File: config.mk
export PLATFORM = sky130hd
export DESIGN_NAME = mtsfo_cell
export DESIGN_NICKNAME = d
export VERILOG_FILES = /design/src/rtl/mtsfo_pkg.sv /design/src/rtl/mtsfo_cell.sv
export SDC_FILE = /design/constraint.sdc
export NUM_CORES = 1
export LEC_CHECK = 0
export BUFFER_PORTS_ARGS = -buffer_cell sky130_fd_sc_hd__buf_2
export CORE_ASPECT_RATIO = 1.2
export CORE_MARGIN = 1
export CORE_UTILIZATION = 40
export CTS_CLUSTER_SIZE = 24
export DETAILED_ROUTE_END_ITERATION = 6
export GPL_ROUTABILITY_DRIVEN = 0
export HOLD_SLACK_MARGIN = 0.1
export MAX_ROUTING_LAYER = met4
export PLACE_DENSITY = 0.66
export SLEW_MARGIN = 5
export SYNTH_ARGS = -nofsm -noshare
export SYNTH_HDL_FRONTEND = slang
export SYNTH_SLANG_ARGS = --single-unit
File: constraint.sdc
create_clock -name clk -period 0.8 [get_ports clk]
set_input_delay 0.04 -clock clk [delete_from_list [all_inputs] [get_ports clk]]
set_output_delay 0.04 -clock clk [all_outputs]
set_load 0.02 [all_outputs]
File: src/rtl/mtsfo_pkg.sv
`default_nettype none

package mtsfo_pkg;

    localparam int unsigned WordWidth = 32;
    localparam int unsigned ByteWidth = 8;
    localparam int unsigned AddrWidth = 3;

    // Seeding recurrence and twist/temper constants
    localparam logic [WordWidth-1:0] SeedMult  = 32'd1812433253;
    localparam logic [WordWidth-1:0] UpperMask = 32'h8000_0000;
    localparam logic [WordWidth-1:0] LowerMask = 32'h7fff_ffff;
    localparam logic [WordWidth-1:0] MatrixA   = 32'h9908_b0df;
    localparam logic [WordWidth-1:0] TemperB   = 32'h9d2c_5680;
    localparam logic [WordWidth-1:0] TemperC   = 32'hefc6_0000;
    localparam int unsigned          ShiftM    = 397;
    localparam int unsigned          StepWidth = $clog2(ShiftM + 1);

    localparam logic [ByteWidth-1:0] FpFirstReset  = 8'h71;
    localparam logic [ByteWidth-1:0] FpSecondReset = 8'h23;

    // Register indexes (byte address bit 2)
    localparam logic RegFpFirst  = 1'b0;
    localparam logic RegFpSecond = 1'b1;

    // Word carried down the chain of seeding cells
    typedef struct packed {
        logic [WordWidth-1:0] cur;
        logic [WordWidth-1:0] w1;
        logic [WordWidth-1:0] seed;
    } mtsfo_word_t;

    // Fingerprint bytes from the register file
    typedef struct packed {
        logic [ByteWidth-1:0] first;
        logic [ByteWidth-1:0] second;
    } mtsfo_fp_t;

endpackage

`default_nettype wire

File: src/rtl/mtsfo_cell.sv
`default_nettype none

module mtsfo_cell (
    input  wire logic                             clk,
    input  wire logic                             rst_n,
    input  wire logic                             advance,
    input  wire logic [mtsfo_pkg::StepWidth-1:0]  step,
    input  wire logic                             in_valid,
    input  wire mtsfo_pkg::mtsfo_word_t           in_data,
    output logic                                  out_valid,
    output mtsfo_pkg::mtsfo_word_t                out_data
);
    import mtsfo_pkg::*;

    logic                  valid_reg;
    logic                  valid_next;
    mtsfo_word_t           data_reg;
    mtsfo_word_t           data_next;
    logic [WordWidth-1:0]  mixed;
    logic [WordWidth-1:0]  product;
    logic [WordWidth-1:0]  word_k;

    // One step of the seeding recurrence: one multiplier, one add
    always_comb
    begin
        mixed      = in_data.cur ^ (in_data.cur >> 30);
        product    = SeedMult * mixed;
        word_k     = product + {{(WordWidth-StepWidth){1'b0}}, step};
        data_next      = in_data;
        data_next.cur  = word_k;
        if (step == StepWidth'(1))
        begin
            data_next.w1 = word_k;
        end
        valid_next = advance ? in_valid : valid_reg;
    end

    always_ff @(posedge clk or negedge rst_n)
    begin
        if (!rst_n)
        begin
            valid_reg <= 1'b0;
        end
        else
        begin
            valid_reg <= valid_next;
        end
    end

    always_ff @(posedge clk)
    begin
        if (advance && in_valid)
        begin
            data_reg <= data_next;
        end
    end

    assign out_valid = valid_reg;
    assign out_data  = data_reg;

endmodule

`default_nettype wire

==> results by group <==
Run status
  – Status: complete, but fails checks
  – Violated checks: hold timing, setup timing

Timing
  – Min Tclk post-route: roughly 5700 ps
  – Final hold slack: -5.05 ps
  – Setup repair after global routing missed its margin: yes
  – Max-slew violations: 0
  – Setup violations, final: 161
  – Slew @ Worst Pin: 557 ps
  – Final Hold Fails: 1
  – Clk_skew: 0 ps
  – Fmax: roughly 180 MHz
  – Final WS setup: -4910 ps
  – Slew HR: 62.5%
  – Period utilization: 714%

Global route
  – GRT overflow: 0
  – Pin count of the biggest net entering global routing: 31
  – Vias in the first global route: 9337
  – First-pass GRT wire length: 47100 um
  – Initial antenna violation count: 1
  – GRT Total Usage: 21.1%

Detailed routing
  – Via density: between 4 and 5
  – Antenna viol nets, final: 0
  – Uppermost layer routed: met4
  – Drt pass-1 iters: 4
  – Initial DRC Count: 310
  – WL met3: 1010 um
  – Metal2 WL: 17200 um
  – DR WL/cell: approximately 17 um
  – Drt drc: 0
  – Via count: 8969
  – Total Wirelength: between 30000 and 40000 um
  – WL met1: 13400 um

Finish
  – NumNets Final: ~2000
  – Non-Filler Instances: 1889
  – P&R area growth vs syn: 53.0%
  – Layout cells sized above 1: 41.5%
  – Final core utilization: between 60% and 70%

Worst setup path
  – Crit. End Element: flop
  – CP Launch Type: primary input
  – CP Data Required Time: 980 ps
  – Worst setup path class: in2reg
  – Slowest CP cell: fa_1
  – CP max FO: 5
  – Crit path buf inv count: 3
  – Crit path DAT: roughly 5900 ps
  – Worst path top cell family by delay: adder cells
  – Crit path cell chain: buf_8, xor2_4, and2_4, nor2_2, ha_2, or2_4, ha_4, fa_1, ha_2, fa_1, fa_1, fa_1, inv_1, fa_1, inv_2, ha_4, or4_4, a221oi_4, a21oi_2, a22o_1, o31a_1, or4_1, o2111ai_1
  – Crit path top cell by count: fa_1
  – Crit path largest cell delay: 510 ps

Clocking
  – Clk pin slew, worst setup/hold paths: about 70 ps
  – CTS Sinks: 97
  – Worst-Skew Late Latency: approximately 340 ps
  – Num CTS Buffers: 9
  – Clock root buffer: clkbuf_16
  – Max H-tree Level: 3
  – CTS tree: yes
  – CTS Buffer Depth: 2
  – # hold bufs at CTS: 56

Die
  – Row count: 68
  – Core area: about 29000 um^2
  – Die footprint: 30000 um^2
  – Initial Util: 40.7%
  – Die H: 189 um
  – Die X: 158 um
  – IO Count: 206

Logic synthesis
  – Cells after synthesis: a little over 1000
  – Unique masters post-synth: approximately 50
  – Cell area after synthesis: 11700 um^2
  – Mean area per synthesized cell: 11.5 um^2
  – Post-synth ARST share: under 10%
  – Yosys reg bits: between 90 and 100
  – Post-synth net total: 1521
  – Main synth FF type: edfxtp_1
  – Number of synthesized flops with an enable pin: 96
  – Yosys warns: 0
  – Sequential area share after synthesis: 24.8%

Job
  – Max Cap Viol: 0

Placed design
  – DPL Wire Length: around 25000 um
  – IO buf count: 205
  – Cells after DPL: about 1800

Min path
  – Hold WC Path Type: in2reg
[routing by layer]
metal	vias to the layer above	global-route usage (%)
met5	-	-
li1	4317	-
met1	4384	25.6
met3	51	1.35
met4	0	5.95
met2	217	37.3
[stage by stage]
stage	cell area (um^2)	setup WS, ps	TNS [ps]
2_1_floorplan	12100	-4900	-249210
3_3_place_gp	14900	-5230	-257080
3_5_place_dp	14900	-5350	-260330
4_1_cts	16700	-4890	-230320
5_1_grt	17900	-5040	-248080
6_report	17900	-4910	-237620
[cells in the mapped netlist (4+ instances only)]
cell	n	area, um^2
xnor3_1	4	90.1
nand4_1	6	37.5
o21bai_1	4	30.0
nand3_1	5	25.0
nand2_1	60	225
ha_1	238	2980
xor2_1	14	123
clkbuf_1	9	33.8
nor2_1	18	67.6
mux2_2	11	124
edfxtp_1	96	2880
a21o_1	6	45.0
a21oi_1	24	120
fa_1	151	3020
and3_1	4	25.0
xnor2_1	37	324
nor3_1	7	35.0
o21a_1	11	82.6
inv_1	248	931
o21ai_0	14	70.1
and2_1	7	43.8
a31oi_1	5	31.3
[logic make-up after synthesis]
logic type / share of synthesized area [%]
AO/OA/AOI/OAI: 5.31
AND/OR/NAND/NOR: 4.79
multiplexers: 1.06
flip-flops: 24.8
buffers and inverters: 8.23
adder cells (fa/ha/maj): 51.2
XOR/XNOR: 4.58
[final timing paths]
check	cells past startpoint	start	slack [ps]	end
hold / removal	2	in_data[43]	-5	out_data[43]
max in group asynchronous	3	rst_n	150	out_valid
setup reg to reg	1	out_valid	20	out_valid
setup / recovery	23	in_data[65]	-4910	out_data[63]
hold reg to reg	1	out_valid	540	out_valid
min in group asynchronous	3	rst_n	520	out_valid
[state kept, by name (all words and copies together) (netlist names)]
register   flops
out_valid      1
out_data      96
[layout make-up]
type                    count  area [um^2]
fillers                  2193        10800
multi-input cells         669         9330
repair buffers            473         3980
flip-flops and latches     97         2910
inverters                 248          931
well taps                 385          482
clock buffers              10          229
clock inverters             6         65.1
diodes                      1         2.50
[placed cells by master (no fill, tap or decap), drive strengths merged, types with 2 or more instances in the layout]
cell,instances
buf,417
inv,251
ha,238
fa,151
edfxtp,96
nand2,60
dlygate4sd3,56
xnor2,37
a21oi,24
nor2,18
o21ai,14
xor2,14
o21a,11
mux2,11
clkbuf,10
and2,7
nor3,7
nand4,6
a21o,6
a31oi,5
nand3,5
xnor3,4
o21bai,4
and3,4
o211ai,3
a221oi,3
or2,3
o31ai,3
a2111oi,2
and4,2
a21boi,2
a211o,2
or3,2
nand2b,2
nor2b,2
a211oi,2
or4,2
o2111ai,2
clkinv,2
[repair_timing]
action	in CTS	in global routing
gates cloned	0	0
setup endpoints to repair	161	161
pin swaps	71	61
setup buffers	26	31
gates resized for setup	143	245
endpoints found under the hold margin	66	12
Power is left out: the tool's default activity adds up to more than one toggle a clock period on the data nets, which glitch-free logic cannot reach.
