File: config.mk
export PLATFORM = sky130hd
export DESIGN_NAME = mtsfo_cfg
export DESIGN_NICKNAME = d
export VERILOG_FILES = /design/src/rtl/mtsfo_pkg.sv /design/src/rtl/mtsfo_cfg.sv
export SDC_FILE = /design/constraint.sdc
export NUM_CORES = 1
export LEC_CHECK = 0
export BUFFER_PORTS_ARGS = -buffer_cell sky130_fd_sc_hd__buf_2
export CORE_MARGIN = 10
export CORE_UTILIZATION = 32
export CTS_CLUSTER_SIZE = 25
export DETAILED_ROUTE_END_ITERATION = 7
export GPL_TIMING_DRIVEN = 1
export PLACE_DENSITY = 0.83
export SLEW_MARGIN = 30
export SYNTH_ARGS = -nofsm -noshare
export SYNTH_HDL_FRONTEND = slang
export SYNTH_SLANG_ARGS = --single-unit
File: constraint.sdc
create_clock -name clk -period 0.9 [get_ports clk]
set_clock_uncertainty 0.1 [all_clocks]
set_input_delay 0.18 -clock clk [delete_from_list [all_inputs] [get_ports clk]]
set_output_delay 0.18 -clock clk [all_outputs]
set_load 0.02 [all_outputs]
File: src/rtl/mtsfo_pkg.sv
`default_nettype none

package mtsfo_pkg;

    localparam int unsigned WordWidth = 32;
    localparam int unsigned ByteWidth = 8;
    localparam int unsigned AddrWidth = 3;

    // Seeding recurrence and twist/temper constants
    localparam logic [WordWidth-1:0] SeedMult  = 32'd1812433253;
    localparam logic [WordWidth-1:0] UpperMask = 32'h8000_0000;
    localparam logic [WordWidth-1:0] LowerMask = 32'h7fff_ffff;
    localparam logic [WordWidth-1:0] MatrixA   = 32'h9908_b0df;
    localparam logic [WordWidth-1:0] TemperB   = 32'h9d2c_5680;
    localparam logic [WordWidth-1:0] TemperC   = 32'hefc6_0000;
    localparam int unsigned          ShiftM    = 397;
    localparam int unsigned          StepWidth = $clog2(ShiftM + 1);

    localparam logic [ByteWidth-1:0] FpFirstReset  = 8'h71;
    localparam logic [ByteWidth-1:0] FpSecondReset = 8'h23;

    // Register indexes (byte address bit 2)
    localparam logic RegFpFirst  = 1'b0;
    localparam logic RegFpSecond = 1'b1;

    // Word carried down the chain of seeding cells
    typedef struct packed {
        logic [WordWidth-1:0] cur;
        logic [WordWidth-1:0] w1;
        logic [WordWidth-1:0] seed;
    } mtsfo_word_t;

    // Fingerprint bytes from the register file
    typedef struct packed {
        logic [ByteWidth-1:0] first;
        logic [ByteWidth-1:0] second;
    } mtsfo_fp_t;

endpackage

`default_nettype wire

File: src/rtl/mtsfo_cfg.sv
`default_nettype none

module mtsfo_cfg (
    input  wire logic                             clk,
    input  wire logic                             rst_n,
    input  wire logic                             psel,
    input  wire logic                             penable,
    input  wire logic                             pwrite,
    input  wire logic [mtsfo_pkg::AddrWidth-1:0]  paddr,
    input  wire logic [mtsfo_pkg::WordWidth-1:0]  pwdata,
    output logic      [mtsfo_pkg::WordWidth-1:0]  prdata,
    output logic                                  pready,
    output mtsfo_pkg::mtsfo_fp_t                  fp
);
    import mtsfo_pkg::*;

    logic [ByteWidth-1:0]  fp_first_reg;
    logic [ByteWidth-1:0]  fp_second_reg;
    logic [ByteWidth-1:0]  fp_first_next;
    logic [ByteWidth-1:0]  fp_second_next;
    logic                  wr_en;
    logic                  reg_idx;

    assign reg_idx = paddr[2];
    assign wr_en   = psel && penable && pwrite;
    assign pready  = 1'b1;

    always_comb
    begin
        fp_first_next  = fp_first_reg;
        fp_second_next = fp_second_reg;
        prdata         = '0;
        unique case (reg_idx)
            RegFpFirst:
            begin
                prdata = {{(WordWidth-ByteWidth){1'b0}}, fp_first_reg};
                if (wr_en)
                begin
                    fp_first_next = pwdata[ByteWidth-1:0];
                end
            end
            RegFpSecond:
            begin
                prdata = {{(WordWidth-ByteWidth){1'b0}}, fp_second_reg};
                if (wr_en)
                begin
                    fp_second_next = pwdata[ByteWidth-1:0];
                end
            end
            default:
            begin
                prdata = '0;
            end
        endcase
    end

    always_ff @(posedge clk or negedge rst_n)
    begin
        if (!rst_n)
        begin
            fp_first_reg  <= FpFirstReset;
            fp_second_reg <= FpSecondReset;
        end
        else
        begin
            fp_first_reg  <= fp_first_next;
            fp_second_reg <= fp_second_next;
        end
    end

    assign fp.first  = fp_first_reg;
    assign fp.second = fp_second_reg;

endmodule

`default_nettype wire

==> run_results.csv, run 1 <==
group,metric,value,unit
global_routing,grt_max_degree,17,
synth,synth_cell_type_count,8,
setup_path,crit_family,"flip-flops",
floorplanning,io_pins,89,
synth,synth_seq_area_share,44.0,%
synth,yosys.area.top_type_share,29.0,%
synth,synthMuxAreaShare,29.0,%
clocking,path_clk_slew,0.09,ns
setup_path,start_kind,"flip-flop",
drt,vias_per_cell,4.22,
setup_path,cp_cell_sequence,"mux2_4 > buf_6",
pwr,powerDensity,2190,nW/um^2
global_routing,antenna_found_initial,0,
clocking,root_buffer,"clkbuf_4",
place,dp_hpwl,1970,um
setup_path,reg2regPathDepth,3,
hold_path,min-delay-path-class,"in2reg",
timing,final.setup.tns,-10.41,ns
timing,slew_violations,0,
clocking,clock_path_buffers,2,
timing,min_period_over_period,154,%
clocking,clock_latency,0.27,ns
place,port_buffers,37,
synth,yosys_warnings,0,
floorplanning,die_area,5470,um^2
floorplanning,core_area,2760,um^2
place,routabilityCongestion,0.668,
drt,drcViolationCount,0,
clocking,htreeDepth,1,
synth,synth-xor-area-share,0,%
setup_path,critPathArrivalTime,1.10,ns
layout,num_antenna_cells,0,
layout,fin_cells,162,
synth,avgSynthCellArea,13.3,um^2
timing,setup_ws,-0.483,ns
setup_path,worst-path-stages,2,
setup_path,worstSetupEndpoint,"prdata[7]",
synth,synth_simple_gate_area_share,4.84,%
setup_path,r2r-start,"fp_second_reg[2]",
setup_path,worstPathMaxFanout,3,
synth,syn_inst,70,
pwr,ir_worst_vdd,0.00154,V
drt,drt_iter0_markers,3,
layout,area_growth,66.0,%
synth,synth_area_leader_cell,"mux2_2",
drt,firstDrtPassIters,3,
setup_path,crit_type,"reg2out",
setup_path,r2r_end,"fp_second_reg[2]",
synth,synth-compound-area-share,0,%
synth,synthTopCellsByArea,"mux2_2 (29%), dfrtp_1 (24%), buf_4 (20%)",
setup_path,crit_start,"fp_second_reg[7]",
drt,antenna_left,0,
layout,drive_above_1_share,77.1,%
global_routing,overflow,0,
setup_path,rrSetupSlack,-0.18,ns
drt,vias,683,
run_status,violations,"negative setup slack",
floorplanning,dieWidth,73.9,um
timing,grt_setup_unrepaired,"yes",
clocking,clock_sinks,16,
timing,setup_violations,37,
flow_run,maxCapViolCount,0,
floorplanning,die_h,73.9,um
setup_path,cp_num_buf_inv,1,
pwr,p_leak,0.000814,uW
synth,synth_fa_ha_area_share,0,%
global_routing,grt_pass1_vias,770,
setup_path,critPathCaptureType,"output port",
timing,max_freq,723,MHz
setup_path,critical_path.slowest_cell,"dfrtp_2",
setup_path,required,0.62,ns
global_routing,grt_usage,9.02,%
setup_path,slowest_delay,0.43,ns
layout,final_nets,172,
run_status,outcome,"complete, but fails checks",
timing,period_minus_slack,1.38,ns
clocking,tritoncts,"yes",
floorplanning,row_count,19,
synth,syn-cell-area,931,um^2
global_routing,grt_pass1_wl,3890,um
clocking,cts_buffers,3,
drt,routed_wl,2720,um
timing,final_hold_viol_count,0,
synth,synth_seq_cells,16,
drt,avgRoutedWirePerCell,16.8,um
place,dp_cells,140,
floorplanning,initial_utilization,33.8,%
layout,fillCellCount,242,
synth,synth_top_family_by_area,"multiplexers",
-- layout make-up --
type	instances	area [um^2]	area share (%)
Timing Repair Buffer	60	583	37.7
Multi-Input combinational cell	51	480	31.1
Sequential cell	16	417	27.0
Tap cell	31	38.8	2.51
Clock buffer	4	26.3	1.70
-- per-layer routing --
layer	vias up	GRT usage [%]	wire, um
met3	0	5.05	441
met4	0	1.24	0
li1	309	-	-
met1	334	7.95	812
met5	-	0	0
met2	40	17.6	1460
-- cells in the mapped netlist --
cell      number
conb_1         2
dfrtp_1        9
mux2_2        24
dfstp_2        7
nand4b_4       1
buf_6          1
buf_4         25
nand4_4        1
-- where the power goes --
group / switching (uW) / total [uW] / internal [uW]
sequential: 116 / 1060 / 940
clock: 206 / 377 / 171
combinational: 825 / 1950 / 1120
-- layout by cell type (no fill, tap or decap) --
cell           Yosys  routed
buf_2              0      13
dfstp_2            7       7
nand4_4            1       1
nand4b_4           1       1
buf_6              1      40
clkbuf_1           0       1
dlygate4sd3_1      0       1
dfrtp_1            9       3
conb_1             2      25
mux2_2            24       5
mux2_4             0      19
buf_4             25       5
clkbuf_4           0       3
dfrtp_2            0       6
buf_12             0       1
-- kinds of logic (layout without fill, tap and decap cells) --
logic type             count (synthesis)  count (layout)
buffers and inverters                 26              64
and+or+nand+nor                        2               2
muxes                                 24              24
DFF                                   16              16
other                                  2              25
-- worst min-delay path by stage --
stage / from / end / slack (ns) / cells past startpoint
2_1_floorplan: rst_n / fp_first_reg[1] / -0.22 / 0
3_3_place_gp: rst_n / fp_first_reg[1] / -0.01 / 1
3_5_place_dp: rst_n / fp_first_reg[1] / 0.007 / 1
4_1_cts: pwdata[1] / fp_first_reg[1] / 0.04 / 2
5_1_grt: pwdata[2] / fp_first_reg[2] / 0.04 / 2
6_report: pwdata[1] / fp_first_reg[1] / 0.05 / 2
-- per-stage QoR --
step / hold slack [ns] / instance area, um^2 / setup slack [ns] / total power, uW / utilization [%]
finish: 0.0454 / 1550 / -0.483 / 3380 / 56.0
global placement: -0.00986 / 1130 / -0.319 / 2160 / 41.0
detailed placement: 0.00658 / 1130 / -0.334 / 2200 / 41.0
CTS: 0.0367 / 1420 / -0.482 / 3140 / 51.5
global route: 0.0428 / 1550 / -0.514 / 3560 / 56.0
floorplan: -0.216 / 1060 / -0.152 / 1870 / -
-- repair_timing --
item	in CTS	in global routing
setup endpoints to repair	27	35
hold buffers	1	0
endpoints found under the hold margin	16	0
buffers inserted	8	12
gates resized for setup	59	18
gates cloned	0	0
No activity file was read; power rests on OpenSTA's default activity.
==> inputs of run 2 (changes only) <==
--- a/config.mk
+++ b/config.mk
@@ -6,7 +6,6 @@
 export NUM_CORES = 1
 export LEC_CHECK = 0
 export BUFFER_PORTS_ARGS = -buffer_cell sky130_fd_sc_hd__buf_2
-export CORE_MARGIN = 10
 export CORE_UTILIZATION = 32
 export CTS_CLUSTER_SIZE = 25
 export DETAILED_ROUTE_END_ITERATION = 7
==> run 2 against run 1 <==
Against the previous run: the run still ends with negative setup slack left; critical path depth is the same; non-clock buffer count is 2 lower; core utilization down 1.3 points; design area shrank 2.3%; die area fell by 43%; largest cell class unchanged.
==> run_results.csv, run 2 (synthesis gave the netlist of run 1 again) <==
group,metric,value,unit
pwr,ir_worst_vdd,0.00164,V
floorplanning,io_pins,89,
clocking,clock_sinks,16,
global_routing,grt_pass1_vias,687,
place,pre_cts_slack,-0.293,ns
drt,firstDrtPassIters,2,
floorplanning,core_area,2760,um^2
timing,slew_violations,0,
layout,fin_cells,160,
timing,min_period_over_period,155,%
floorplanning,initial_utilization,33.8,%
layout,num_antenna_cells,0,
floorplanning,row_count,19,
drt,avgRoutedWirePerCell,14.0,um
pwr,p_comb_share,54.4,%
clocking,cts_buffers,3,
timing,final_hold_viol_count,0,
global_routing,overflow,0,
timing,setup_violations,35,
floorplanning,die_h,55.9,um
floorplanning,die_area,3130,um^2
hold_path,min_from,"pwdata[3]",
clocking,clock_latency,0.29,ns
floorplanning,dieWidth,55.9,um
setup_path,r2r-start,"fp_first_reg[2]",
layout,layout_common_cells,"buf_6 (38), conb_1 (25), mux2_4 (16)",
setup_path,crit_type,"reg2out",
timing,period_minus_slack,1.40,ns
layout,final_area,1510,um^2
drt,drcViolationCount,0,
place,placed_area,1150,um^2
setup_path,critical_path.slowest_cell,"dfrtp_2",
setup_path,critPathArrivalTime,1.12,ns
layout,final_nets,170,
timing,grt_setup_unrepaired,"yes",
drt,vias,676,
clocking,clock_path_buffers,2,
pwr,internal_power,2250,uW
clocking,htreeDepth,1,
pwr,switchingPower,1150,uW
setup_path,critPathCaptureType,"output port",
timing,final.setup.tns,-10.94,ns
setup_path,cp_cell_sequence,"mux2_4 > buf_6",
timing,max_freq,715,MHz
setup_path,crit_start,"fp_first_reg[7]",
layout,area_growth,62.1,%
layout,drive_above_1_share,77.5,%
timing,setup_ws,-0.498,ns
place,dp_hpwl,1380,um
pwr,p_leak,0.000788,uW
place,dp_cells,144,
pwr,p_sw_share,33.8,%
pwr,power_frac_seq,31.4,%
global_routing,grt_pass1_wl,3320,um
place,routabilityCongestion,0.646,
drt,vias_per_cell,4.23,
pwr,powerDensity,2250,nW/um^2
setup_path,slowest_delay,0.42,ns
run_status,outcome,"complete, but fails checks",
drt,drt_iter0_markers,3,
pwr,p_clk_share,14.2,%
setup_path,required,0.62,ns
setup_path,start_kind,"flip-flop",
global_routing,antenna_found_initial,0,
clocking,tritoncts,"yes",
clocking,path_clk_slew,0.09,ns
flow_run,maxCapViolCount,0,
clocking,root_buffer,"clkbuf_4",
drt,routed_wl,2230,um
run_status,violations,"negative setup slack",
layout,final_common_cell,"buf_6",
place,port_buffers,37,
global_routing,grt_usage,14.1,%
global_routing,grt_max_degree,17,
hold_path,min-delay-path-class,"in2reg",
drt,antenna_left,0,
setup_path,worstPathMaxFanout,2,
## run 2: changes by cell type in the layout (fill, tap and decap cells not counted)
cell | before | now
mux2_4 | 19 | 16
mux2_2 | 5 | 8
buf_6 | 40 | 38
clkbuf_8 | 0 | 1
buf_12 | 1 | 0
clkbuf_1 | 1 | 0
buf_4 | 5 | 6
## run 2: worst max-delay path: cells and delay by family, from the launching register on
kind	cells	cell delay (ns)
buffers and inverters	1	0.13
flip-flops	1	0.42
multiplexers	1	0.28
## run 2: final timing paths
path,cells after the start,endpoint,slack [ns]
setup / recovery,2,prdata[7],-0.50
hold / removal,2,fp_second_reg[3],0.03
setup reg to reg,3,fp_first_reg[2],-0.18
hold reg to reg,2,fp_second_reg[7],0.53
max in group asynchronous,2,fp_second_reg[1],0.17
min in group asynchronous,2,fp_second_reg[4],0.22
## run 2: area by class of cell
cell class	count	area (um^2)
fillers	220	1250
clock buffers	4	36.3
repair buffers	58	548
flip-flops and latches	16	417
multi-input cells	51	469
well taps	31	38.8
## run 2: routing by layer
layer / part of all wire [%] / GRT usage [%] / up-vias
li1: - / - / 308
met1: 36 / 13.2 / 324
met2: 58 / 28.9 / 40
met3: 5.0 / 3.02 / 4
met4: 1.1 / 5.23 / 0
met5: 0 / 0 / -
## run 2: power by group through the flow
stage	clock network, uW	logic (uW)	registers, uW
after detailed placement	0	1160	1060
after global routing	511	1940	1090
after floorplan	0	611	1260
after global placement	0	1130	1040
after CTS	476	1630	1070
final	482	1850	1070
## run 2: timing repair
action / in CTS / in global routing
gates resized for setup: 59 / 13
endpoints found under the hold margin: 16 / 0
setup buffers: 3 / 10
endpoints found under the setup margin: 30 / 33
hold buffers: 1 / 0
cloned: 0 / 0
pin swaps: 0 / 0
## run 2: per-stage QoR
stage          util, %  hold WS [ns]  total power, uW
2_1_floorplan        -        -0.216             1870
3_3_place_gp      41.6      -0.00468             2170
3_5_place_dp      41.6       0.00368             2220
4_1_cts           51.0        0.0337             3170
5_1_grt           54.7        0.0331             3530
6_report          54.7        0.0310             3400
